`config.mk`:
```
export PLATFORM = sky130hd
export DESIGN_NAME = srpv_cfg
export DESIGN_NICKNAME = d
export VERILOG_FILES = /design/src/rtl/srpv_pkg.sv /design/src/rtl/srpv_cfg.sv
export SDC_FILE = /design/constraint.sdc
export NUM_CORES = 1
export LEC_CHECK = 0
export ABC_AREA = 1
export BUFFER_PORTS_ARGS = -buffer_cell sky130_fd_sc_hd__buf_2
export CORE_MARGIN = 5
export CORE_UTILIZATION = 45
export DETAILED_ROUTE_END_ITERATION = 7
export HOLD_SLACK_MARGIN = 0.02
export PLACE_DENSITY = 0.73
export SYNTH_ARGS = -nofsm -noshare
export SYNTH_HDL_FRONTEND = slang
export SYNTH_SLANG_ARGS = --single-unit
```
`constraint.sdc`:
```
create_clock -name clk -period 0.9 [get_ports clk]
set_clock_uncertainty 0.05 [all_clocks]
set_input_delay 0.09 -clock clk [delete_from_list [all_inputs] [get_ports clk]]
set_output_delay 0.09 -clock clk [all_outputs]
set_load 0.02 [all_outputs]
```
`src/rtl/srpv_pkg.sv`:
```
package srpv_pkg;

    localparam int SAMPLE_DEPTH = 131072;
    localparam int BAR_TOTAL    = 12;
    localparam int BAR_LEVELS   = 64;

    localparam int ADDR_W = $clog2(SAMPLE_DEPTH);
    localparam int IDX_W  = $clog2(SAMPLE_DEPTH + 1);
    localparam int BAR_W  = (BAR_TOTAL > 1) ? $clog2(BAR_TOTAL) : 1;
    localparam int LVL_W  = $clog2(BAR_LEVELS);
    localparam int PROD_W = LVL_W + 8;

    localparam int CFG_LEN_W  = 18;
    localparam int CFG_DEB_W  = 20;
    localparam int CFG_DATA_W = 20;
    localparam int CFG_IDX_W  = 2;
    localparam int CMP_W      = (IDX_W > CFG_LEN_W) ? IDX_W : CFG_LEN_W;

    localparam logic [CFG_LEN_W-1:0] RST_RECORD_LENGTH   = 18'd131072;
    localparam logic [CFG_DEB_W-1:0] RST_DEBOUNCE_WINDOW = 20'd200000;
    localparam logic [7:0]           RST_DUTY_FLOOR      = 8'd30;
    localparam logic [7:0]           RST_DUTY_CEILING    = 8'd220;

    localparam logic [CMP_W-1:0] DEPTH_EXT = CMP_W'(SAMPLE_DEPTH);
    localparam logic [BAR_W-1:0] BAR_LAST  = BAR_W'(BAR_TOTAL - 1);
    localparam logic [LVL_W-1:0] LVL_MAX   = LVL_W'(BAR_LEVELS - 1);

    typedef enum logic [1:0] {
        MODE_IDLE = 2'd0,
        MODE_REC  = 2'd1,
        MODE_PLAY = 2'd2
    } mode_t;

    typedef enum logic [CFG_IDX_W-1:0] {
        CFG_RECORD_LENGTH   = 2'd0,
        CFG_DEBOUNCE_WINDOW = 2'd1,
        CFG_DUTY_FLOOR      = 2'd2,
        CFG_DUTY_CEILING    = 2'd3
    } cfg_idx_t;

    typedef struct packed {
        logic [CFG_LEN_W-1:0] record_length;
        logic [CFG_DEB_W-1:0] debounce_window;
        logic [7:0]           duty_floor;
        logic [7:0]           duty_ceiling;
    } cfg_t;

    typedef struct packed {
        logic              we;
        logic              re;
        logic [ADDR_W-1:0] addr;
        logic [7:0]        wdata;
    } mem_cmd_t;

    typedef struct packed {
        mode_t      mode_now;
        logic       sample_valid;
        logic       is_play;
        logic       rd_zero;
        logic [7:0] rec_val;
        logic [3:0] bar_index;
        logic       frame_end;
        logic       session_done;
    } stage_t;

    typedef struct packed {
        logic [1:0] mode_now;
        logic       sample_valid;
        logic [7:0] pwm_duty;
        logic [3:0] bar_index;
        logic [5:0] bar_height;
        logic       frame_end;
        logic       session_done;
    } res_t;

    // (LEVELS-1)*v/255 through the exact reciprocal form for values below 65535
    function automatic logic [5:0] bar_height_of(input logic [7:0] v);
        logic [PROD_W-1:0] p;
        logic [16:0]       s;
        p = LVL_MAX * v;
        s = 17'(p) + 17'(p >> 8) + 17'd1;
        return s[13:8];
    endfunction

endpackage

```
`src/rtl/srpv_cfg.sv`:
```
module srpv_cfg (
    input  logic                           clk,
    input  logic                           rst_n,
    input  logic                           cfg_we,
    input  logic [srpv_pkg::CFG_IDX_W-1:0]  cfg_index,
    input  logic [srpv_pkg::CFG_DATA_W-1:0] cfg_data,
    output srpv_pkg::cfg_t                 cfg
);
    import srpv_pkg::*;

    cfg_t cfg_reg;

    always_ff @(posedge clk or negedge rst_n)
    begin
        if (!rst_n)
        begin
            cfg_reg.record_length   <= RST_RECORD_LENGTH;
            cfg_reg.debounce_window <= RST_DEBOUNCE_WINDOW;
            cfg_reg.duty_floor      <= RST_DUTY_FLOOR;
            cfg_reg.duty_ceiling    <= RST_DUTY_CEILING;
        end
        else if (cfg_we)
        begin
            unique case (cfg_idx_t'(cfg_index))
                CFG_RECORD_LENGTH:   cfg_reg.record_length   <= cfg_data[CFG_LEN_W-1:0];
                CFG_DEBOUNCE_WINDOW: cfg_reg.debounce_window <= cfg_data[CFG_DEB_W-1:0];
                CFG_DUTY_FLOOR:      cfg_reg.duty_floor      <= cfg_data[7:0];
                CFG_DUTY_CEILING:    cfg_reg.duty_ceiling    <= cfg_data[7:0];
            endcase
        end
    end

    assign cfg = cfg_reg;

endmodule

```
==> reports/metrics.yaml <==
slew_headroom_pct: 81.14
start_kind: "flip-flop"
arrival_ns: 0.99
grt_max_degree: 55
layout_common_cells: "nand2_1 (103), buf_6 (57), dfrtp_1 (38)"
fin_crit_ns: 1.131
crit_chain: "buf_6"
min_from: "cfg_data[0]"
synth_nets: 265
die_y_um: 81.08
ir_worst_vdd_mv: 1.103
placed_area_um2: 2796
cp_max_fo: 2
wire_per_inst_um: 16.38
total_power_mw: 7.137
synth_cells: 240
ys_warn_count: 0
h-tree-depth: 2
critPathRequiredTime_ns: 0.76
worstMarginPinSlew_ns: 0.2821
fmax_ghz: 0.8839
grt_overflow: 0
track_usage_pct: 22.36
firstDrtPassIters: 4
p_leak_nw: 1.907
crit_path_max_incr_delay_ns: 0.56
fin_ws_ns: -0.2313
num_rows: 25
port-buffer-count: 78
avgSynthCellArea_um2: 9.473
final_layout_size_suffix_gt1_share_pct: 41.62
critPathTopFamily: "flip-flops"
rrSetupSlack_ns: -0.04
fin_area_um2: 3654
r2r_end: "cfg[47]$_DFFE_PN0P_"
grt_pass1_wl_um: 11170
cp_slowest_cell: "dfstp_2"
cts_buffer_depth: 2
numCtsBuffers: 5
min_to: "cfg[16]$_DFFE_PN0P_"
cts_tree: "built"
final_common_cell: "nand2_1"
whs_path_depth: 3
dpl.hpwl_um: 4071
cts.sinks: 54
dp_cells: 382
power_density_nw_per_um2: 1953
viasPerCell: 5.247
whs_ns: 0.03237
first_global_vias: 2344
drcViolationCount: 0
core_area_um2: 4817
reg2regPathDepth: 4
cp-startpoint: "cfg[7]$_DFFE_PN1P_"
area_growth_pct: 60.70
antenna_found_initial: 0
pre_cts_ws_ns: -0.02542
status: "finished, violations left"
hold_violations: 0
synth.cell_area_um2: 2273
ctsRootBufferMaster: "clkbuf_8"
start_util_pct: 47.19
setup_viol: 56
fin_nets: 394
die_w_um: 81.08
final_cells: 437
clkTransAtPathRegs_ns: 0.10
fp.dieArea_um2: 6573
crit_type: "reg2out"
maxCapViolCount: 0
diodes: 0
detail-route-antenna-nets: 0
num_vias: 2293
r2r_start: "cfg[47]$_DFFE_PN0P_"
violations: "negative setup slack"
clkLatencyLatePin_ns: 0.30
top_level_ports: 79
ys_types: 12
largest_reg_flops: 54
drt_iter0_drc: 238
place_congestion: 0.7873
crit_path_end_kind: "primary output"
slew_violations: 0
min_period_over_period_pct: 125.7
ys_ff_latch: 54
routed_wl_um: 7159
rsz0062_at_grt: "true"
holdCritPathClass: "in2reg"
cp_num_buf_inv: 1
ys_seq_area_share_pct: 60.32
==> synthesized netlist by cell type, drive strengths merged <==
| cell | instances | area share, % |
|---|---|---|
| buf | 17 | 5.8 |
| inv | 2 | 0.33 |
| nor2 | 1 | 0.50 |
| dfrtp | 38 | 42 |
| nand3 | 21 | 4.8 |
| nand4 | 36 | 9.9 |
| nand2 | 109 | 18 |
| dfstp | 16 | 18 |
==> cell type report <==
type                            count  area, um^2
Inverter                            2       7.507
Fill cell                         334        1164
Timing Repair Buffer              139        1320
Tap cell                           67       83.83
Clock inverter                      2       12.51
Clock buffer                        6       82.58
Multi-Input combinational cell    167       775.7
Sequential cell                    54        1371
==> worst max-delay path by stage <==
stage,endpoint,cells past startpoint
4_1_cts,cfg[7],1
5_1_grt,cfg[33],1
3_3_place_gp,cfg[15]$_DFFE_PN0P_,5
2_1_floorplan,cfg[2]$_DFFE_PN1P_,2
6_report,cfg[7],1
3_5_place_dp,cfg[8]$_DFFE_PN0P_,5
==> stage by stage <==
step	utilization (%)	setup TNS [ns]
after floorplan	-	0
after global placement	58.05	-0.03468
after detailed placement	58.05	-0.05825
after CTS	73.64	-7.105
after global routing	75.84	-8.621
final	75.84	-6.969
==> report_power, final <==
group          switching (mW)  internal [mW]
Sequential              0.305           2.90
Combinational            1.22           1.30
Clock                   0.788          0.620
==> what timing repair did <==
item                       4_1_cts  5_1_grt
buffers inserted                17       11
setup endpoints to repair       54       55
hold buffers                    19        0
resized for setup              108        8
hold endpoints to repair        90        0
pin swaps                        0        1
==> cell families (layout without fill, tap and decap cells) <==
logic type             Yosys count  after routing  synth area share [%]
buffers and inverters           19            149                 6.109
flip-flops                      54             54                 60.32
AND/OR/NAND/NOR                167            167                 33.57
==> routing by layer <==
metal	wire length, um	GRT usage (%)	vias to the layer above
met5	0	0	-
met4	182	10.47	0
met3	520	5.100	20
met2	3780	38.34	84
met1	2674	26.52	1127
li1	-	-	1062
No activity file was read; power rests on OpenSTA's default activity.
