==> src/rtl/srpv_pkg.sv <==
package srpv_pkg;

    localparam int SAMPLE_DEPTH = 131072;
    localparam int BAR_TOTAL    = 12;
    localparam int BAR_LEVELS   = 64;

    localparam int ADDR_W = $clog2(SAMPLE_DEPTH);
    localparam int IDX_W  = $clog2(SAMPLE_DEPTH + 1);
    localparam int BAR_W  = (BAR_TOTAL > 1) ? $clog2(BAR_TOTAL) : 1;
    localparam int LVL_W  = $clog2(BAR_LEVELS);
    localparam int PROD_W = LVL_W + 8;

    localparam int CFG_LEN_W  = 18;
    localparam int CFG_DEB_W  = 20;
    localparam int CFG_DATA_W = 20;
    localparam int CFG_IDX_W  = 2;
    localparam int CMP_W      = (IDX_W > CFG_LEN_W) ? IDX_W : CFG_LEN_W;

    localparam logic [CFG_LEN_W-1:0] RST_RECORD_LENGTH   = 18'd131072;
    localparam logic [CFG_DEB_W-1:0] RST_DEBOUNCE_WINDOW = 20'd200000;
    localparam logic [7:0]           RST_DUTY_FLOOR      = 8'd30;
    localparam logic [7:0]           RST_DUTY_CEILING    = 8'd220;

    localparam logic [CMP_W-1:0] DEPTH_EXT = CMP_W'(SAMPLE_DEPTH);
    localparam logic [BAR_W-1:0] BAR_LAST  = BAR_W'(BAR_TOTAL - 1);
    localparam logic [LVL_W-1:0] LVL_MAX   = LVL_W'(BAR_LEVELS - 1);

    typedef enum logic [1:0] {
        MODE_IDLE = 2'd0,
        MODE_REC  = 2'd1,
        MODE_PLAY = 2'd2
    } mode_t;

    typedef enum logic [CFG_IDX_W-1:0] {
        CFG_RECORD_LENGTH   = 2'd0,
        CFG_DEBOUNCE_WINDOW = 2'd1,
        CFG_DUTY_FLOOR      = 2'd2,
        CFG_DUTY_CEILING    = 2'd3
    } cfg_idx_t;

    typedef struct packed {
        logic [CFG_LEN_W-1:0] record_length;
        logic [CFG_DEB_W-1:0] debounce_window;
        logic [7:0]           duty_floor;
        logic [7:0]           duty_ceiling;
    } cfg_t;

    typedef struct packed {
        logic              we;
        logic              re;
        logic [ADDR_W-1:0] addr;
        logic [7:0]        wdata;
    } mem_cmd_t;

    typedef struct packed {
        mode_t      mode_now;
        logic       sample_valid;
        logic       is_play;
        logic       rd_zero;
        logic [7:0] rec_val;
        logic [3:0] bar_index;
        logic       frame_end;
        logic       session_done;
    } stage_t;

    typedef struct packed {
        logic [1:0] mode_now;
        logic       sample_valid;
        logic [7:0] pwm_duty;
        logic [3:0] bar_index;
        logic [5:0] bar_height;
        logic       frame_end;
        logic       session_done;
    } res_t;

    // (LEVELS-1)*v/255 through the exact reciprocal form for values below 65535
    function automatic logic [5:0] bar_height_of(input logic [7:0] v);
        logic [PROD_W-1:0] p;
        logic [16:0]       s;
        p = LVL_MAX * v;
        s = 17'(p) + 17'(p >> 8) + 17'd1;
        return s[13:8];
    endfunction

endpackage

==> src/rtl/srpv_if.sv <==


interface srpv_res_if;
    logic       valid;
    logic       ready;
    logic [1:0] mode_now;
    logic       sample_valid;
    logic [7:0] pwm_duty;
    logic [3:0] bar_index;
    logic [5:0] bar_height;
    logic       frame_end;
    logic       session_done;

    modport source (output valid, mode_now, sample_valid, pwm_duty, bar_index, bar_height,
                    frame_end, session_done, input ready);
    modport sink   (input valid, mode_now, sample_valid, pwm_duty, bar_index, bar_height,
                    frame_end, session_done, output ready);
endinterface

==> src/rtl/srpv_out.sv <==
module srpv_out (
    input  logic             clk,
    input  logic             rst_n,
    input  srpv_pkg::cfg_t   cfg,
    input  srpv_pkg::stage_t stage,
    input  logic             stage_valid,
    input  logic [7:0]       rd_data,
    output logic             advance,
    srpv_res_if.source       res
);
    import srpv_pkg::*;

    logic       out_valid_reg;
    res_t       res_reg, res_next;
    logic [7:0] sample;
    logic [7:0] duty_lo;
    logic [7:0] duty;

    assign advance = !out_valid_reg || res.ready;

    // entries past the fill count were never written and read as zero
    assign sample  = stage.is_play ? (stage.rd_zero ? 8'd0 : rd_data) : stage.rec_val;
    assign duty_lo = (sample < cfg.duty_floor) ? cfg.duty_floor : sample;
    assign duty    = (duty_lo > cfg.duty_ceiling) ? cfg.duty_ceiling : duty_lo;

    always_comb
    begin
        res_next              = '0;
        res_next.mode_now     = stage.mode_now;
        res_next.sample_valid = stage.sample_valid;
        res_next.bar_index    = stage.bar_index;
        res_next.frame_end    = stage.frame_end;
        res_next.session_done = stage.session_done;
        if (stage.sample_valid)
        begin
            res_next.bar_height = bar_height_of(sample);
            if (stage.is_play)
                res_next.pwm_duty = duty;
        end
    end

    always_ff @(posedge clk or negedge rst_n)
    begin
        if (!rst_n)
            out_valid_reg <= 1'b0;
        else if (advance)
            out_valid_reg <= stage_valid;
    end

    always_ff @(posedge clk)
    begin
        if (advance && stage_valid)
            res_reg <= res_next;
    end

    assign res.valid        = out_valid_reg;
    assign res.mode_now     = res_reg.mode_now;
    assign res.sample_valid = res_reg.sample_valid;
    assign res.pwm_duty     = res_reg.pwm_duty;
    assign res.bar_index    = res_reg.bar_index;
    assign res.bar_height   = res_reg.bar_height;
    assign res.frame_end    = res_reg.frame_end;
    assign res.session_done = res_reg.session_done;

`ifndef SYNTHESIS
    a_done_no_sample: assert property (@(posedge clk) disable iff (!rst_n)
        stage_valid && stage.session_done |-> !stage.sample_valid)
        else $error("session end word also carries a sample");

    a_idle_after_done: assert property (@(posedge clk) disable iff (!rst_n)
        stage_valid && stage.session_done |-> stage.mode_now == MODE_IDLE)
        else $error("session end word not idle");

    a_duty_play_only: assert property (@(posedge clk) disable iff (!rst_n)
        out_valid_reg && res_reg.pwm_duty != 8'd0 |-> res_reg.mode_now == MODE_PLAY)
        else $error("duty given outside playback");
`endif

endmodule

==> src/flat_wrapper.sv <==
// flat-port wrapper written by rule: the top's interface ports become plain ports
module srpv_out_flat import srpv_pkg::*;
  (clk, rst_n, cfg, stage, stage_valid, rd_data, advance, res_valid, res_mode_now, res_sample_valid, res_pwm_duty, res_bar_index, res_bar_height, res_frame_end, res_session_done, res_ready);
  srpv_res_if res_i ();
  input  logic clk;
  input  logic rst_n;
  input  srpv_pkg::cfg_t cfg;
  input  srpv_pkg::stage_t stage;
  input  logic stage_valid;
  input  logic [7:0] rd_data;
  output logic advance;
  output wire logic [$bits(res_i.valid)-1:0] res_valid;
  output wire logic [$bits(res_i.mode_now)-1:0] res_mode_now;
  output wire logic [$bits(res_i.sample_valid)-1:0] res_sample_valid;
  output wire logic [$bits(res_i.pwm_duty)-1:0] res_pwm_duty;
  output wire logic [$bits(res_i.bar_index)-1:0] res_bar_index;
  output wire logic [$bits(res_i.bar_height)-1:0] res_bar_height;
  output wire logic [$bits(res_i.frame_end)-1:0] res_frame_end;
  output wire logic [$bits(res_i.session_done)-1:0] res_session_done;
  input wire logic [$bits(res_i.ready)-1:0] res_ready;
  assign res_valid = res_i.valid;
  assign res_mode_now = res_i.mode_now;
  assign res_sample_valid = res_i.sample_valid;
  assign res_pwm_duty = res_i.pwm_duty;
  assign res_bar_index = res_i.bar_index;
  assign res_bar_height = res_i.bar_height;
  assign res_frame_end = res_i.frame_end;
  assign res_session_done = res_i.session_done;
  assign res_i.ready = res_ready;
  srpv_out u_core (.clk(clk), .rst_n(rst_n), .cfg(cfg), .stage(stage), .stage_valid(stage_valid), .rd_data(rd_data), .advance(advance), .res(res_i));
endmodule
==> config.mk <==
export PLATFORM = sky130hd
export DESIGN_NAME = srpv_out_flat
export DESIGN_NICKNAME = d
export VERILOG_FILES = /design/src/rtl/srpv_pkg.sv /design/src/rtl/srpv_if.sv /design/src/rtl/srpv_out.sv /design/src/flat_wrapper.sv
export SDC_FILE = /design/constraint.sdc
export NUM_CORES = 1
export LEC_CHECK = 0
export BUFFER_PORTS_ARGS = -buffer_cell sky130_fd_sc_hd__buf_2
export CORE_MARGIN = 3
export CORE_UTILIZATION = 45
export CTS_BUF_LIST = sky130_fd_sc_hd__clkbuf_16
export CTS_CLUSTER_DIAMETER = 120
export DETAILED_ROUTE_END_ITERATION = 16
export PLACE_DENSITY_LB_ADDON = 0.3
export SETUP_SLACK_MARGIN = 0.05
export SLEW_MARGIN = 20
export SYNTH_ARGS = -nofsm -noshare
export SYNTH_HDL_FRONTEND = slang
export SYNTH_SLANG_ARGS = --single-unit
==> constraint.sdc <==
create_clock -name clk -period 2.48 [get_ports clk]
set_input_delay 0.124 -clock clk [delete_from_list [all_inputs] [get_ports clk]]
set_output_delay 0.124 -clock clk [all_outputs]
set_load 0.05 [all_outputs]
==> qor.csv <==
stage,metric,value,unit
synthesis,seq_area_frac_synth,0.225,
synthesis,synth_top_cell_by_area,edfxtp_1,
die,start_util,0.481,
worst_setup_path,cp_data_required_time,2.48,ns
routing,drtIter0Drc,209,
power_and_ir_drop,p_per_area,1610,mW/mm^2
sta,postLayoutSetupSlackWorst,-2.54,ns
worst_setup_path,crit_path_max_fanout,6,
sta,relSlewSlack,0.531,
global_route,overflow,0,
synthesis,synthAdderAreaFrac,0.270,
worst_hold_path,hold_path_end,u_core.res.frame_end,
synthesis,syn_nets,477,
routing,first_pass_iters,5,
routing,drcViolationCount,0,
routing,post_drt_wl_per_cell,22.4,um
clock_network,clk_latency,0.26,ns
worst_hold_path,hp-start,stage[1],
finish,mostFrequentLayoutCells,"buf_4, buf_2, inv_1, ha_1, edfxtp_1",
synthesis,synth_area,0.00317,sq mm
worst_setup_path,critPathLaunch,stage[15],
worst_setup_path,r2r_cells,3,
global_route,grt_max_degree,24,
die,die_area,0.00810,sq mm
worst_setup_path,end_kind,register,
sta,post-route-min-period,5.02,ns
die,ios,110,
sta,tns,-28.18,ns
power_and_ir_drop,irDropWorstVdd,1.56,mV
worst_setup_path,cpPeakStageDelay,0.56,ns
die,die_h,90.0,um
clock_network,cts.clk_slew.worst_paths,0.07,ns
synthesis,ys.warnings.count,0,
synthesis,synthFlopType,edfxtp_1,
synthesis,muxShareOfSynthArea,0.0315,
sta,final_max_slew_viol_count,0,
synthesis,synth_simple_gate_area_frac,0.150,
routing,ant_nets,0,
die,die_w,90.0,um
worst_setup_path,timing.rr.start,u_core.res.valid,
routing,drt-total-wl,14500,um
global_route,track_usage,0.270,
sta,setup_viol,14,
sta,finalCritPeriodShare,2.03,
clock_network,numClockSinks,24,
synthesis,synthDistinctLibCells,70,
finish,num-fill-cells,301,
synthesis,synthCells,333,
clock_network,cts_tree,yes,
clock_network,cts_inserted_buffers,3,
routing,vias,3941,
synthesis,ys_seq_elements,24,
synthesis,synth_compound_area_frac,0.193,
finish,layout_commonest_cell,buf_4,
clock_network,clock_path_buffers,2,
sta,hold_ws,0.0379,ns
clock_network,htreeDepth,1,
sta,finClkSkew,0.00757,ns
die,core_area,0.00660,sq mm
routing,via_per_inst,6.11,
synthesis,synth_edf_count,23,
clock_network,cts-root-buf,clkbuf_16,
finish,area_growth,81.5,%
die,rows,29,
sta,worstMarginPinSlew,0.700,ns
placement,dp_hpwl,7270,um
sta,rsz0062_at_grt,true,
worst_setup_path,worstSetupStartpointType,input port,
worst_setup_path,r2r_slack,1.25,ns
synthesis,netlist.area_leader.share,0.218,
worst_setup_path,timing.rr.end,u_core.res.pwm_duty[4],
status,status,"complete, but fails checks",
finish,antenna_cells,0,
placement,place_congestion,0.897,
power_and_ir_drop,p_sw,4.39,mW
sta,fmax,0.199,GHz
power_and_ir_drop,p_int,4.90,mW
worst_setup_path,cp.arrival,5.02,ns
synthesis,async_reset_ff_frac,0.0417,
global_route,grt_pass1_wl,18000,um
synthesis,synth_area_leaders,"edfxtp_1, ha_1, fa_1",
power_and_ir_drop,power_frac_clock,0.049,
status,violations,negative setup slack,
finish,drive_gt1_frac,0.620,
global_route,antenna_found_initial,0,
worst_setup_path,setup.worst_path.class,input port to register,
placement,io_buffers,71,
placement,placed_cells,592,
power_and_ir_drop,share_seq_of_total_power,0.060,
finish,nets,697,
global_route,grt_pass1_vias,3792,
finish,finalNonFillerCells,645,
power_and_ir_drop,swShare,0.472,
synthesis,synth_xor_area_frac,0.0398,
power_and_ir_drop,p_leak,2.73,nW
worst_setup_path,path_cells,buf_8 > clkinvlp_4 > nor2_4 > buf_4 > a22o_4 > fa_1 > inv_2 > fa_1 > fa_1 > inv_2 > ha_4 > buf_6 > or3b_1 > o211ai_1 > nor3_2 > inv_2 > ha_4 > or2_4 > a21oi_4 > a21oi_4 > buf_6 > a211oi_4 > or3_1 > mux2i_1,
synthesis,synth_top_family_by_area,adder cells,
run,maxCapViolations,0,
worst_setup_path,worst_path_max_delay_cell,fa_1,
worst_hold_path,min_path_cells,1,
worst_hold_path,min_path_type,input port to register,
power_and_ir_drop,pwr-share-comb,0.891,
sta,final-hold-violation-count,0,
synthesis,synth.avg_cell_area,9.53,sq um
[synthesized netlist by cell type, types with 5 or more instances]
cell type,instances
ha_1,43
inv_1,66
a22o_1,5
o21a_1,6
nor2_1,6
a21o_1,5
nand3_1,7
nor3_1,8
xor2_1,5
fa_1,16
or2_2,5
edfxtp_1,23
nand2b_1,6
o21ai_0,6
a31oi_1,5
o2bb2ai_1,8
nand2_1,12
mux2i_1,10
a21oi_1,9
[worst max-delay path: cells and delay by family]
| kind | cells | cell delay (ns) |
|---|---|---|
| simple gates | 5 | 0.99 |
| buf+inv | 8 | 0.87 |
| compound gates | 5 | 0.88 |
| fa+ha+maj | 5 | 2.09 |
| mux | 1 | 0.07 |
[state kept, by name, summed over array words and instances (netlist names)]
register	cells
u_core.res.sample_valid	1
u_core.res.mode_now	2
u_core.res.frame_end	1
u_core.res.bar_index	4
u_core.res.bar_height	6
u_core.res.valid	1
u_core.res.session_done	1
u_core.res.pwm_duty	8
[power by group through the flow]
stage | clock [mW] | sequential [mW] | combinational, mW
final | 0.455 | 0.558 | 8.28
after global routing | 0.476 | 0.562 | 8.65
after CTS | 0.456 | 0.554 | 6.42
after detailed placement | 0 | 0.561 | 5.01
after global placement | 0 | 0.559 | 4.90
after floorplan | 0 | 0.760 | 3.08
[metrics by stage]
| step | cell area (sq um) | worst slack (ns) | total power, mW | util |
|---|---|---|---|---|
| 2_1_floorplan | 3360 | -2.57 | 3.84 | - |
| 3_3_place_gp | 4570 | -2.72 | 5.46 | 0.692 |
| 3_5_place_dp | 4570 | -2.81 | 5.57 | 0.692 |
| 4_1_cts | 5240 | -2.30 | 7.43 | 0.793 |
| 5_1_grt | 5760 | -2.70 | 9.68 | 0.872 |
| 6_report | 5760 | -2.54 | 9.29 | 0.872 |
[logic make-up after synthesis]
group | count (synthesis)
AO/OA/AOI/OAI | 78
AND/OR/NAND/NOR | 78
buffers and inverters | 73
adder cells (fa/ha/maj) | 59
flip-flops | 24
XOR/XNOR | 11
multiplexers | 10
[what timing repair did]
| item | CTS | global route |
|---|---|---|
| pin swaps | 66 | 51 |
| hold buffers | 1 | 0 |
| endpoints found under the hold margin | 1 | 0 |
| gates cloned | 0 | 0 |
| setup endpoints to repair | 14 | 14 |
| buffers inserted | 30 | 21 |
| gates resized for setup | 69 | 58 |
[area by class of cell]
cell class,count,area [sq um],share of cell area
clock buffer,3,75.1,0.0130
clock inverter,1,30.0,0.00521
inverter,66,256,0.0445
multi-input combinational,236,2970,0.516
timing repair buffer,222,1600,0.277
tap,93,116,0.0202
sequential,24,716,0.124
[how the worst max path moves through the flow]
stage | end | slack [ns]
after floorplan | u_core.res.bar_height[3] | -2.57
after global placement | u_core.res.bar_height[3] | -2.72
after detailed placement | u_core.res.bar_height[3] | -2.81
after CTS | u_core.res.bar_height[3] | -2.30
after global routing | u_core.res.bar_height[4] | -2.70
final | u_core.res.bar_height[2] | -2.54
[routing by layer]
layer,global-route usage,vias to the layer above,wire (um)
met2,0.520,292,7270
li1,-,1647,-
met4,0.105,0,1240
met3,0.0259,134,1080
met5,0,-,0
met1,0.303,1868,4880
Power figures use the tool's default switching activity.
