`src/rtl/srpv_pkg.sv`:
```
package srpv_pkg;

    localparam int SAMPLE_DEPTH = 131072;
    localparam int BAR_TOTAL    = 12;
    localparam int BAR_LEVELS   = 64;

    localparam int ADDR_W = $clog2(SAMPLE_DEPTH);
    localparam int IDX_W  = $clog2(SAMPLE_DEPTH + 1);
    localparam int BAR_W  = (BAR_TOTAL > 1) ? $clog2(BAR_TOTAL) : 1;
    localparam int LVL_W  = $clog2(BAR_LEVELS);
    localparam int PROD_W = LVL_W + 8;

    localparam int CFG_LEN_W  = 18;
    localparam int CFG_DEB_W  = 20;
    localparam int CFG_DATA_W = 20;
    localparam int CFG_IDX_W  = 2;
    localparam int CMP_W      = (IDX_W > CFG_LEN_W) ? IDX_W : CFG_LEN_W;

    localparam logic [CFG_LEN_W-1:0] RST_RECORD_LENGTH   = 18'd131072;
    localparam logic [CFG_DEB_W-1:0] RST_DEBOUNCE_WINDOW = 20'd200000;
    localparam logic [7:0]           RST_DUTY_FLOOR      = 8'd30;
    localparam logic [7:0]           RST_DUTY_CEILING    = 8'd220;

    localparam logic [CMP_W-1:0] DEPTH_EXT = CMP_W'(SAMPLE_DEPTH);
    localparam logic [BAR_W-1:0] BAR_LAST  = BAR_W'(BAR_TOTAL - 1);
    localparam logic [LVL_W-1:0] LVL_MAX   = LVL_W'(BAR_LEVELS - 1);

    typedef enum logic [1:0] {
        MODE_IDLE = 2'd0,
        MODE_REC  = 2'd1,
        MODE_PLAY = 2'd2
    } mode_t;

    typedef enum logic [CFG_IDX_W-1:0] {
        CFG_RECORD_LENGTH   = 2'd0,
        CFG_DEBOUNCE_WINDOW = 2'd1,
        CFG_DUTY_FLOOR      = 2'd2,
        CFG_DUTY_CEILING    = 2'd3
    } cfg_idx_t;

    typedef struct packed {
        logic [CFG_LEN_W-1:0] record_length;
        logic [CFG_DEB_W-1:0] debounce_window;
        logic [7:0]           duty_floor;
        logic [7:0]           duty_ceiling;
    } cfg_t;

    typedef struct packed {
        logic              we;
        logic              re;
        logic [ADDR_W-1:0] addr;
        logic [7:0]        wdata;
    } mem_cmd_t;

    typedef struct packed {
        mode_t      mode_now;
        logic       sample_valid;
        logic       is_play;
        logic       rd_zero;
        logic [7:0] rec_val;
        logic [3:0] bar_index;
        logic       frame_end;
        logic       session_done;
    } stage_t;

    typedef struct packed {
        logic [1:0] mode_now;
        logic       sample_valid;
        logic [7:0] pwm_duty;
        logic [3:0] bar_index;
        logic [5:0] bar_height;
        logic       frame_end;
        logic       session_done;
    } res_t;

    // (LEVELS-1)*v/255 through the exact reciprocal form for values below 65535
    function automatic logic [5:0] bar_height_of(input logic [7:0] v);
        logic [PROD_W-1:0] p;
        logic [16:0]       s;
        p = LVL_MAX * v;
        s = 17'(p) + 17'(p >> 8) + 17'd1;
        return s[13:8];
    endfunction

endpackage

```
`src/rtl/srpv_if.sv`:
```
interface srpv_req_if;
    logic        valid;
    logic        ready;
    logic        req_type;
    logic        button_id;
    logic [31:0] time_stamp;
    logic [11:0] adc_sample;

    modport source (output valid, req_type, button_id, time_stamp, adc_sample, input ready);
    modport sink   (input valid, req_type, button_id, time_stamp, adc_sample, output ready);
endinterface


```
`src/rtl/srpv_ctrl.sv`:
```
module srpv_ctrl (
    input  logic               clk,
    input  logic               rst_n,
    input  srpv_pkg::cfg_t     cfg,
    srpv_req_if.sink           req,
    input  logic               advance,
    output srpv_pkg::mem_cmd_t cmd,
    output srpv_pkg::stage_t   stage,
    output logic               stage_valid
);
    import srpv_pkg::*;

    mode_t             mode_reg, mode_next;
    logic [IDX_W-1:0]  idx_reg, idx_next;
    logic [IDX_W-1:0]  fill_reg, fill_next;
    logic [BAR_W-1:0]  bar_reg, bar_next;
    logic [31:0]       press_reg, press_next;
    logic              stage_valid_reg;
    stage_t            stage_reg, stage_next;

    logic              accept;
    logic [CMP_W-1:0]  len_ext;
    logic [CMP_W-1:0]  idx_ext;
    logic              at_end;
    logic [31:0]       elapsed;
    logic [IDX_W-1:0]  idx_inc;
    logic [BAR_W-1:0]  bar_inc;
    logic [BAR_W+3:0]  bar_wide;

    assign req.ready = !stage_valid_reg || advance;
    assign accept    = req.valid && req.ready;

    assign len_ext = (CMP_W'(cfg.record_length) > DEPTH_EXT) ? DEPTH_EXT
                                                             : CMP_W'(cfg.record_length);
    assign idx_ext  = CMP_W'(idx_reg);
    assign at_end   = idx_ext >= len_ext;
    assign elapsed  = req.time_stamp - press_reg;
    assign idx_inc  = idx_reg + 1'b1;
    assign bar_inc  = (bar_reg == BAR_LAST) ? '0 : bar_reg + 1'b1;
    assign bar_wide = {4'b0000, bar_inc};

    always_comb
    begin
        mode_next  = mode_reg;
        idx_next   = idx_reg;
        fill_next  = fill_reg;
        bar_next   = bar_reg;
        press_next = press_reg;
        stage_next = '0;
        cmd        = '0;
        cmd.addr   = idx_reg[ADDR_W-1:0];
        cmd.wdata  = req.adc_sample[11:4];

        if (accept)
        begin
            if (!req.req_type)
            begin
                if (elapsed >= 32'(cfg.debounce_window))
                begin
                    press_next = req.time_stamp;
                    if (mode_reg == MODE_IDLE)
                    begin
                        mode_next = req.button_id ? MODE_PLAY : MODE_REC;
                        idx_next  = '0;
                        bar_next  = '0;
                    end
                end
            end
            else if (mode_reg == MODE_REC || mode_reg == MODE_PLAY)
            begin
                if (at_end)
                begin
                    mode_next               = MODE_IDLE;
                    stage_next.session_done = 1'b1;
                end
                else
                begin
                    idx_next                = idx_inc;
                    bar_next                = bar_inc;
                    stage_next.sample_valid = 1'b1;
                    stage_next.bar_index    = bar_wide[3:0];
                    stage_next.frame_end    = (bar_inc == BAR_LAST);
                    if (mode_reg == MODE_REC)
                    begin
                        cmd.we             = 1'b1;
                        stage_next.rec_val = req.adc_sample[11:4];
                        // writes run up from zero, so the fill count is a high-water mark
                        if (idx_inc > fill_reg)
                            fill_next = idx_inc;
                    end
                    else
                    begin
                        cmd.re             = 1'b1;
                        stage_next.is_play = 1'b1;
                        stage_next.rd_zero = idx_reg >= fill_reg;
                    end
                end
            end
        end
        stage_next.mode_now = mode_next;
    end

    always_ff @(posedge clk or negedge rst_n)
    begin
        if (!rst_n)
        begin
            mode_reg        <= MODE_IDLE;
            idx_reg         <= '0;
            fill_reg        <= '0;
            bar_reg         <= '0;
            press_reg       <= '0;
            stage_valid_reg <= 1'b0;
        end
        else
        begin
            mode_reg  <= mode_next;
            idx_reg   <= idx_next;
            fill_reg  <= fill_next;
            bar_reg   <= bar_next;
            press_reg <= press_next;
            if (accept)
                stage_valid_reg <= 1'b1;
            else if (advance)
                stage_valid_reg <= 1'b0;
        end
    end

    always_ff @(posedge clk)
    begin
        if (accept)
            stage_reg <= stage_next;
    end

    assign stage       = stage_reg;
    assign stage_valid = stage_valid_reg;

`ifndef SYNTHESIS
    a_fill_bound: assert property (@(posedge clk) disable iff (!rst_n)
        fill_reg <= IDX_W'(SAMPLE_DEPTH))
        else $error("fill count beyond store depth");

    a_one_port_op: assert property (@(posedge clk) disable iff (!rst_n)
        !(cmd.we && cmd.re))
        else $error("store read and write in the same cycle");

    a_rec_to_play: assert property (@(posedge clk) disable iff (!rst_n)
        mode_reg == MODE_REC |=> mode_reg != MODE_PLAY)
        else $error("recording switched straight to playback");

    a_stage_hold: assert property (@(posedge clk) disable iff (!rst_n)
        stage_valid_reg && !advance |=> stage_valid_reg && $stable(stage_reg))
        else $error("stalled stage word changed");
`endif

endmodule

```
`src/flat_wrapper.sv`:
```
// flat-port wrapper written by rule: the top's interface ports become plain ports
module srpv_ctrl_flat import srpv_pkg::*;
  (clk, rst_n, cfg, advance, cmd, stage, stage_valid, req_valid, req_req_type, req_button_id, req_time_stamp, req_adc_sample, req_ready);
  srpv_req_if req_i ();
  input  logic clk;
  input  logic rst_n;
  input  srpv_pkg::cfg_t cfg;
  input  logic advance;
  output srpv_pkg::mem_cmd_t cmd;
  output srpv_pkg::stage_t stage;
  output logic stage_valid;
  input wire logic [$bits(req_i.valid)-1:0] req_valid;
  input wire logic [$bits(req_i.req_type)-1:0] req_req_type;
  input wire logic [$bits(req_i.button_id)-1:0] req_button_id;
  input wire logic [$bits(req_i.time_stamp)-1:0] req_time_stamp;
  input wire logic [$bits(req_i.adc_sample)-1:0] req_adc_sample;
  output wire logic [$bits(req_i.ready)-1:0] req_ready;
  assign req_i.valid = req_valid;
  assign req_i.req_type = req_req_type;
  assign req_i.button_id = req_button_id;
  assign req_i.time_stamp = req_time_stamp;
  assign req_i.adc_sample = req_adc_sample;
  assign req_ready = req_i.ready;
  srpv_ctrl u_core (.clk(clk), .rst_n(rst_n), .cfg(cfg), .req(req_i), .advance(advance), .cmd(cmd), .stage(stage), .stage_valid(stage_valid));
endmodule
```
`config.mk`:
```
export PLATFORM = sky130hd
export DESIGN_NAME = srpv_ctrl_flat
export DESIGN_NICKNAME = d
export VERILOG_FILES = /design/src/rtl/srpv_pkg.sv /design/src/rtl/srpv_if.sv /design/src/rtl/srpv_ctrl.sv /design/src/flat_wrapper.sv
export SDC_FILE = /design/constraint.sdc
export NUM_CORES = 1
export LEC_CHECK = 0
export BUFFER_PORTS_ARGS = -buffer_cell sky130_fd_sc_hd__buf_4
export CAP_MARGIN = 20
export CORE_ASPECT_RATIO = 1.4
export CORE_MARGIN = 1.5
export CORE_UTILIZATION = 58
export DETAILED_ROUTE_END_ITERATION = 6
export GPL_ROUTABILITY_DRIVEN = 1
export PLACE_DENSITY_LB_ADDON = 0.05
export SYNTH_ARGS = -nofsm -noshare
export SYNTH_HDL_FRONTEND = slang
export SYNTH_SLANG_ARGS = --single-unit
```
`constraint.sdc`:
```
create_clock -name clk -period 6.4 [get_ports clk]
set_input_delay 0.32 -clock clk [delete_from_list [all_inputs] [get_ports clk]]
set_output_delay 0.32 -clock clk [all_outputs]
set_load 0.005 [all_outputs]
```
==> flow_metrics.tcl, run 1 <==
set metrics [dict create \
    outcome "finished, final reports clean" \
    grt_max_degree 76 \
    ctsLongestPathBuffers 2 \
    track_usage_pct 26.0 \
    synthDistinctLibCells 83 \
    antenna_cells 0 \
    portBuffers 131 \
    min_path_cells 2 \
    p_clk_share_pct 22.0 \
    synth_cells 897 \
    cts.repair.resized 0 \
    setup_viol 0 \
    power_switching_mw 1.00 \
    cts.clk_slew.worst_paths_ps 80 \
    path_class "reg -> reg" \
    power.internal_mw 1.54 \
    grt-busiest-layer "met2" \
    dieArea_mm2 0.0151 \
    yosysSeqAreaShare_pct 29.4 \
    initial_core_util_pct 59.6 \
    ios 152 \
    final_net_count 1206 \
    path_max_fanout 32 \
    hold_viol_final 0 \
    area_growth_pct 14.8 \
    rr_endpoint "u_core.press_reg[26]" \
    die_w_um 104 \
    critPathCaptureType "flip-flop" \
    syn_area_per_cell_um2 9.29 \
    crit_family "compound AO/OA/AOI/OAI gates" \
    worstPathCellList "ha_1, inv_1, fa_1, a21o_1, a221o_1, nor2_1, nor3_1, nor2_1, nor2_1, nor2_1, xnor2_1, ha_1, a211o_1, o211ai_1, nand4b_1, a21oi_1, nand4_1, a2111oi_4, nand4_2, a2111oi_4, or3_2, buf_12, mux2_4" \
    fin_ws_ps 1140 \
    max_freq_mhz 190 \
    clock_latency_ps 350 \
    cts_buffers 9 \
    gp_congestion 0.905 \
    syn_nets 1112 \
    critPathMostFrequentCell "nor2_1" \
    htreeDepth 3 \
    ys_async_sr_fraction_pct 79.8 \
    drc 0 \
    largest_register_ffs 32 \
    rsz0062_at_grt "false" \
    met1_usage_pct 28.6 \
    ir_worst_vdd_uv 172 \
    seqPwrFrac_pct 30.1 \
    synth_area_mm2 0.00833 \
    maxCapViolations 0 \
    hold_class "in -> reg" \
    relSlewSlack_pct 50.6 \
    core_mm2 0.0140 \
    die_h_um 145 \
    fin_util_pct 68.4 \
    finalSetupTns_ps 0 \
    hold_ws_ps 171 \
    grt_pass1_wl_um 31800 \
    grt_pass1_vias 6856 \
    root_buffer "clkbuf_16" \
    critPathMaxStageDelay_ps 470 \
    slew_viol_final 0 \
    min_from "req_valid" \
    p_leak_nw 4.68 \
    cts_setup_buffers 0 \
    yosysWarnings 0 \
    drive_above_1_share_pct 23.3 \
    worst_r2r_path_depth 23 \
    drtAntennaViolNets 0 \
    rr_startpoint "u_core.press_reg[0]" \
    rows 51 \
    cpMaxStageDelayCell "a2111oi_4" \
    skew_ps 8.76 \
    drt_iter0_drc 231 \
    swShare_pct 39.4 \
    crit_buf_inv 2 \
    synth-seq-cells 94 \
    use_met3_pct 2.69 \
    wire_per_inst_um 16.1 \
    p_comb_share_pct 47.9 \
    via_count 6846 \
    use_met2_pct 51.9 \
    grt_antenna_before_repair 0 \
    wl_um 19000 \
    clock_sinks 94 \
    grt-ovfl-total 0 \
    critical_path_required_ps 6630 \
    p_per_area_mw_per_mm2 266 \
    dp_cells 1162 \
    dp_hpwl_um 14800 \
    r2r_slack_ps 1140 \
    vias_per_cell 5.80 \
    cts_tree "built" \
    tightest_slew_ps 739 \
    arrival_ps 5490 \
    synth_ff_type "dfrtp_1" \
    synth_edf_count 19 \
    dp_slack_ps 1020 \
    fin_cells 1181 \
    startpoint_type "flip-flop" \
    holdPathEnd "u_core.stage_valid" \
    period_share_pct 82.2 \
    post-route-min-period_ps 5260 \
    first_pass_iters 5 \
]
final cells by class:
class                      instances  area, µm²
clock inverter                     7       86.3
tap                              185        231
inverter                          88        330
clock buffer                       9        225
fill                            1181       4410
sequential                        94       2450
timing repair buffer             139       1080
multi-input combinational        659       5160
how the worst max path moves through the flow:
stage	startpoint	end	slack, ps	cells after the start
floorplan	req_time_stamp[0]	u_core.press_reg[10]	1830	25
global placement	req_time_stamp[0]	u_core.press_reg[0]	1050	25
detailed placement	req_time_stamp[0]	u_core.press_reg[1]	1020	25
CTS	u_core.press_reg[0]	u_core.press_reg[1]	1150	23
global route	u_core.press_reg[0]	u_core.press_reg[18]	880	23
finish	u_core.press_reg[0]	u_core.press_reg[26]	1140	23
kinds of logic after synthesis:
family / share of synthesized area [%]
adders and majority gates: 16.8
buffers and inverters: 8.68
xor gates and xnor gates: 3.79
AOI/OAI and AO/OA: 18.2
and+or+nand+nor: 14.8
muxes: 8.37
DFF: 29.4
cell usage after synthesis, drive strengths merged, types with 19 or more instances:
library cell,n,area share [%]
a21o,20,1.8
ha,110,17
nand2,90,4.1
a21oi,58,3.6
o21ai,36,2.2
nand4,19,1.5
dfrtp,75,23
edfxtp,19,6.8
nand3,22,1.3
inv,87,3.9
mux2,51,8.2
buf,41,4.0
nor2,43,1.9
xnor2,22,2.3
layout by cell type (no fill, tap or decap), types with 8 or more instances in the layout:
cell type,instances
buf_4,136
ha_1,110
nand2_1,89
inv_1,87
dfrtp_1,75
a21oi_1,55
nor2_1,43
mux2_4,30
o21ai_0,29
xnor2_1,22
nand3_1,22
mux2_2,21
edfxtp_1,19
a21o_1,18
nand4_1,18
xor2_1,14
and2_1,11
o21a_1,11
o2bb2ai_1,11
and3_1,9
nor3_1,9
nor2b_1,9
clkbuf_16,9
nand2b_1,8
o211ai_1,8
power groups by stage:
| stage | Combinational (mW) | Clock, mW | Sequential, mW |
|---|---|---|---|
| floorplan | 0.908 | 0 | 0.758 |
| global placement | 1.18 | 0 | 0.774 |
| detailed placement | 1.20 | 0 | 0.777 |
| CTS | 1.21 | 0.566 | 0.766 |
| global route | 1.36 | 0.598 | 0.778 |
| finish | 1.22 | 0.559 | 0.767 |
metal layers:
metal,vias to the layer above,share of wire [%]
met5,-,0
met4,0,1.6
met3,19,2.5
met2,142,55
met1,3287,40
li1,3398,-
what timing repair did:
action                     4_1_cts  5_1_grt
setup endpoints to repair        0        0
hold endpoints to repair         0       16
hold buffers                     0        1
per-stage QoR:
step           cell area, µm²  total power, mW
5_1_grt                  9560             2.74
6_report                 9560             2.54
3_5_place_dp             9210             1.98
3_3_place_gp             9210             1.96
4_1_cts                  9520             2.54
2_1_floorplan            8330             1.67
Note: power is estimated with default switching activity, not from simulation.
==> run 2, diff against run 1 <==
==> constraint.sdc (replaced) <==
create_clock -name clk -period 5.05 [get_ports clk]
set_input_delay 0.2525 -clock clk [delete_from_list [all_inputs] [get_ports clk]]
set_output_delay 0.2525 -clock clk [all_outputs]
set_load 0.005 [all_outputs]
==> run 2 against run 1 <==
Clock skew rose by 2.4 ps. Sequential share of layout area fell by 0.42 points. Sequential cell count did not move. Utilization rose by 1.2 points. Cell count rose by 1.0%. Sequential power rose by 27%. Largest power group unchanged. Die area did not move.
==> flow_metrics.tcl, run 2 (synthesized netlist as in run 1, its figures left out) <==
set metrics [dict create \
    grt_pass1_vias 6645 \
    outcome "finished, final reports clean" \
    grt_pass1_wl_um 31700 \
    rows 51 \
    initial_core_util_pct 59.6 \
    grt_antenna_before_repair 0 \
    clock_latency_ps 360 \
    drtAntennaViolNets 0 \
    ios 152 \
    startpoint_type "flip-flop" \
    arrival_ps 5120 \
    grt-busiest-layer "met2" \
    use_met3_pct 2.64 \
    dp_hpwl_um 15000 \
    crit_buf_inv 2 \
    relSlewSlack_pct 51.8 \
    finalPower_mw 3.25 \
    p_clk_share_pct 21.4 \
    worstPathCellList "ha_2, inv_2, fa_2, a21o_1, a221o_1, nor2_2, nor3_2, nor2_2, nor2_1, nor2_1, xnor2_1, ha_2, o211ai_1, nand4b_1, a21oi_2, nand4_1, a2111oi_4, nand4_2, a2111oi_4, or3_4, clkbuf_16, mux2_4" \
    hold_class "in -> reg" \
    final_cell_mix "buf_4, ha_1, nand2_1" \
    final_net_count 1218 \
    wl_um 19700 \
    dieArea_mm2 0.0151 \
    dp_cells 1170 \
    p_per_area_mw_per_mm2 334 \
    path_class "reg -> reg" \
    grt_max_degree 76 \
    grt-ovfl-total 0 \
    cts.clk_slew.worst_paths_ps 80 \
    period_share_pct 96.8 \
    via_count 6861 \
    portBuffers 131 \
    gp_congestion 0.890 \
    p_leak_nw 4.75 \
    slew_viol_final 0 \
    cts_tree "built" \
    layout_commonest_cell "buf_4" \
    first_pass_iters 4 \
    cpMaxStageDelayCell "a221o_1" \
    drc 0 \
    max_freq_mhz 205 \
    power_switching_mw 1.28 \
    placed_area_mm2 0.00927 \
    maxCapViolations 0 \
    setup_viol 0 \
    critPathMaxStageDelay_ps 400 \
    die_w_um 104 \
    fillerInstances 1114 \
    die_h_um 145 \
    post-route-min-period_ps 4890 \
    crit_family "compound AO/OA/AOI/OAI gates" \
    tightest_slew_ps 722 \
    antenna_cells 0 \
    vias_per_cell 5.75 \
    critPathCaptureType "flip-flop" \
    path_max_fanout 6 \
    root_buffer "clkbuf_16" \
    final_area_mm2 0.00973 \
    area_growth_pct 16.8 \
    met1_usage_pct 29.1 \
    clock_sinks 94 \
    hold_ws_ps 84.4 \
    cts_buffers 9 \
    power.internal_mw 1.97 \
    ir_worst_vdd_uv 185 \
    track_usage_pct 26.2 \
    p_comb_share_pct 48.7 \
    drive_above_1_share_pct 25.1 \
    swShare_pct 39.3 \
    ctsLongestPathBuffers 2 \
    core_mm2 0.0140 \
    seqPwrFrac_pct 29.9 \
    drt_iter0_drc 262 \
    hold_viol_final 0 \
    rsz0062_at_grt "true" \
    htreeDepth 3 \
    wire_per_inst_um 16.5 \
    critical_path_required_ps 5290 \
    skew_ps 11.2 \
    use_met2_pct 52.5 \
    largest_register_ffs 32 \
    fin_cells 1193 \
]
run 2: power groups by stage:
stage | Sequential [mW] | Combinational [mW] | Clock [mW]
2_1_floorplan | 0.961 | 1.15 | 0
3_3_place_gp | 0.982 | 1.51 | 0
3_5_place_dp | 0.985 | 1.54 | 0
4_1_cts | 0.971 | 1.55 | 0.705
5_1_grt | 0.985 | 1.75 | 0.733
6_report | 0.972 | 1.58 | 0.696
run 2: path summary, 6_finish.rpt:
path                       slack [ps]                    to           startpoint  cells past startpoint
min in group asynchronous         340     u_core.bar_reg[1]                rst_n                      2
max in group asynchronous        4100  u_core.press_reg[21]                rst_n                      3
min reg2reg                       510    u_core.fill_reg[4]   u_core.fill_reg[4]                      1
max reg2reg                       160  u_core.press_reg[28]  u_core.press_reg[0]                     22
min                                80    u_core.stage_valid            req_valid                      2
max                               160  u_core.press_reg[28]  u_core.press_reg[0]                     22
run 2: area by class of cell:
type	instances	area [µm²]	area share (%)
clock buffer	9	225	2.32
clock inverter	7	75.1	0.772
inverter	88	330	3.40
multi-input combinational	659	5190	53.4
sequential	94	2450	25.2
tap	185	231	2.38
timing repair buffer	151	1220	12.6
run 2: timing repair:
action	4_1_cts	5_1_grt
endpoints found under the hold margin	0	23
setup endpoints to repair	0	56
buffers inserted	0	2
resized for setup	0	14
hold buffers	0	1
run 2: worst register-to-register path: stages, from the launching register on:
cell and delay [ps]:
dfrtp_1 360, ha_2 200, inv_2 50, fa_2 390, a21o_1 200, a221o_1 400
nor2_2 190, nor3_2 60, nor2_2 150, nor2_1 60, nor2_1 130, xnor2_1 140
ha_2 300, o211ai_1 170, nand4b_1 160, a21oi_2 140, nand4_1 150, a2111oi_4 240
nand4_2 140, a2111oi_4 320, or3_4 330, clkbuf_16 210, mux2_4 300
run 2: per-layer routing:
layer,share of wire (%),wire length (µm)
met4,2.1,413
met2,55,10800
met3,2.9,574
met1,40,7970
met5,0,0
run 2: stage by stage:
step | setup TNS, ps | utilization (%) | worst slack (ps)
floorplan | 0 | - | 514
CTS | 0 | 68.5 | 9.80
detailed placement | -581 | 66.3 | -34.1
global route | -1300 | 69.6 | -62.9
finish | 0 | 69.6 | 164
global placement | 0 | 66.3 | 98.0
==> run 3, diff against run 2 <==
--- a/config.mk
+++ b/config.mk
@@ -5,6 +5,7 @@
 export SDC_FILE = /design/constraint.sdc
 export NUM_CORES = 1
 export LEC_CHECK = 0
+export ABC_AREA = 1
 export BUFFER_PORTS_ARGS = -buffer_cell sky130_fd_sc_hd__buf_4
 export CAP_MARGIN = 20
 export CORE_ASPECT_RATIO = 1.4
==> run 3 against run 2 <==
Setup slack gained 680 ps. Maximum frequency increased by 16%. Global-route usage rose by 1.7 points. Utilization shrank 1.9 points. Register-to-register slack improved by 680 ps. Combinational power is 11% lower. Clock-buffer cell count is the same. Power decreased by 6.4%. Sequential cell count is the same. Routed wire length grew 9.0%. Worst hold slack improved by 63 ps. Die area rose by 6.1%. Largest cell class unchanged. Largest power group unchanged.
==> flow_metrics.tcl, run 3 <==
set metrics [dict create \
    outcome "finished, final reports clean" \
    min_path_cells 3 \
    period_share_pct 83.3 \
    finalSetupTns_ps 0 \
    dp_hpwl_um 16900 \
    rr_endpoint "u_core.fill_reg[6]" \
    clock_latency_ps 350 \
    final_area_mm2 0.0101 \
    cts_setup_buffers 0 \
    synth_top_area_share_pct 21.2 \
    min_from "req_time_stamp[31]" \
    area_growth_pct 14.6 \
    setup_viol 0 \
    synthTopCellsByCount "nand2_1, inv_1, nor2_1" \
    ir_worst_vdd_uv 208 \
    synth_area_mm2 0.00885 \
    ios 152 \
    die_w_um 107 \
    portBuffers 131 \
    yosysSeqAreaShare_pct 27.6 \
    core_mm2 0.0150 \
    layout_commonest_cell "nand2_1" \
    hold_ws_ps 148 \
    first_pass_iters 5 \
    holdPathEnd "u_core.press_reg[31]" \
    ys_async_sr_fraction_pct 79.8 \
    synth_edf_count 19 \
    p_per_area_mw_per_mm2 300 \
    crit_family "simple AND/OR/NAND/NOR gates" \
    slew_viol_final 0 \
    cts.repair.resized 0 \
    drive_above_1_share_pct 12.6 \
    critPathCaptureType "flip-flop" \
    rows 53 \
    cts_buffers 9 \
    dieArea_mm2 0.0160 \
    grt_pass1_wl_um 35700 \
    wl_um 21500 \
    hold_viol_final 0 \
    syn_area_per_cell_um2 6.60 \
    grt_pass1_vias 8011 \
    relSlewSlack_pct 45.9 \
    grt_max_degree 76 \
    grt-ovfl-total 0 \
    placed_area_mm2 0.00981 \
    r2r_slack_ps 840 \
    ctsLongestPathBuffers 2 \
    finalPower_mw 3.04 \
    cts_tree "built" \
    grt_antenna_before_repair 0 \
    max_freq_mhz 238 \
    skew_ps 12.0 \
    drt_iter0_drc 376 \
    track_usage_pct 27.9 \
    die_h_um 149 \
    vias_per_cell 5.05 \
    fin_util_pct 67.7 \
    dp_cells 1624 \
    final_net_count 1660 \
    maxCapViolations 0 \
    via_count 8295 \
    yosysTopAreaCell "dfrtp_1" \
    crit_buf_inv 2 \
    synthDistinctLibCells 43 \
    drtAntennaViolNets 0 \
    fin_cells 1642 \
    tightest_slew_ps 811 \
    fin_ws_ps 841 \
    rr_startpoint "u_core.idx_ext[0]" \
    fillerInstances 1418 \
    final_cell_mix "nand2_1, inv_1, nor2_1" \
    synth_ff_type "dfrtp_1" \
    antenna_cells 0 \
    synth_cells 1341 \
    path_max_fanout 24 \
    wire_per_inst_um 13.1 \
    worst_r2r_path_depth 22 \
    p_leak_nw 5.95 \
    synth.most_common_cell "nand2_1" \
    path_class "reg -> reg" \
    cts.clk_slew.worst_paths_ps 80 \
    initial_core_util_pct 59.1 \
    largest_register_ffs 32 \
    gp_congestion 0.903 \
    htreeDepth 3 \
    dp_slack_ps 864 \
    syn_nets 1556 \
    hold_buffers 0 \
    clock_sinks 94 \
    synth-seq-cells 94 \
    synth_area_leaders "dfrtp_1, nand2_1, ha_1" \
    post-route-min-period_ps 4210 \
    critical_path_required_ps 5310 \
    yosysWarnings 0 \
    critPathMostFrequentCell "nand2_1" \
    rsz0062_at_grt "false" \
    critPathMaxStageDelay_ps 490 \
    worstPathCellList "ha_1, and3_1, nand2_1, nor2_1, nand2_1, nor2_1, nand4_1, nor2_1, nand2_1, nor2_1, nand3_1, nand2_1, inv_1, ha_1, nand2_1, nor2_1, a2111oi_0, nand3_1, o211ai_2, buf_4, nand2_1, o21ai_0" \
    root_buffer "clkbuf_16" \
    hold_class "in -> reg" \
    arrival_ps 4470 \
    cpMaxStageDelayCell "dfrtp_1" \
    startpoint_type "flip-flop" \
    drc 0 \
]
-- run 3: cell types whose count changed in the layout (fill, tap and decap cells not counted), moves of 16 or more --
cell,before,now
nand3_1,22,54
inv_1,86,243
mux2_2,21,0
a21oi_1,53,75
nand2_1,89,424
mux2_4,30,0
nor2_1,41,147
xnor2_1,22,6
a21o_1,18,0
-- run 3: tightest hold or removal path: cells and delay by family --
family	cells	cell delay (ps)
buffers and inverters	1	90
AND/OR/NAND/NOR	2	120
-- run 3: final cells by class --
| type | instances | area (µm²) | area share, % |
|---|---|---|---|
| multi-input combinational | 956 | 5180 | 51.1 |
| sequential | 94 | 2450 | 24.1 |
| clock buffer | 9 | 225 | 2.22 |
| timing repair buffer | 136 | 1040 | 10.3 |
| tap | 192 | 240 | 2.37 |
| clock inverter | 7 | 72.6 | 0.715 |
| inverter | 248 | 931 | 9.18 |
-- run 3: cell families (layout without fill, tap and decap cells) --
| kind of cell | Yosys count | in the layout | synth area share [%] |
|---|---|---|---|
| AO/OA/AOI/OAI | 134 | 134 | 8.45 |
| XOR/XNOR | 25 | 25 | 2.47 |
| adder cells (fa/ha/maj) | 111 | 111 | 15.8 |
| buffers and inverters | 291 | 400 | 13.8 |
| flip-flops | 94 | 94 | 27.6 |
| AND/OR/NAND/NOR | 686 | 686 | 31.9 |
-- run 3: how the worst max path moves through the flow --
stage / start / to / depth (start not counted)
floorplan: u_core.idx_ext[0] / u_core.fill_reg[13] / 21
global placement: cfg[46] / u_core.fill_reg[13] / 21
detailed placement: u_core.idx_ext[0] / u_core.fill_reg[6] / 21
CTS: u_core.idx_ext[0] / u_core.fill_reg[11] / 22
global route: u_core.idx_ext[0] / u_core.fill_reg[8] / 20
finish: u_core.idx_ext[0] / u_core.fill_reg[6] / 22
-- run 3: where the power goes --
| part | internal (mW) | switching [mW] | total [mW] |
|---|---|---|---|
| Clock | 0.351 | 0.352 | 0.702 |
| Sequential | 0.872 | 0.0567 | 0.929 |
| Combinational | 0.535 | 0.875 | 1.41 |
| Total | 1.76 | 1.28 | 3.04 |
-- run 3: layer usage --
| metal | global-route usage (%) | up-vias | share of wire [%] |
|---|---|---|---|
| met1 | 29.1 | 3681 | 39 |
| met2 | 54.1 | 178 | 53 |
| met5 | 0 | - | 0 |
| met3 | 3.49 | 55 | 3.5 |
| met4 | 13.3 | 0 | 4.3 |
| li1 | - | 4381 | - |
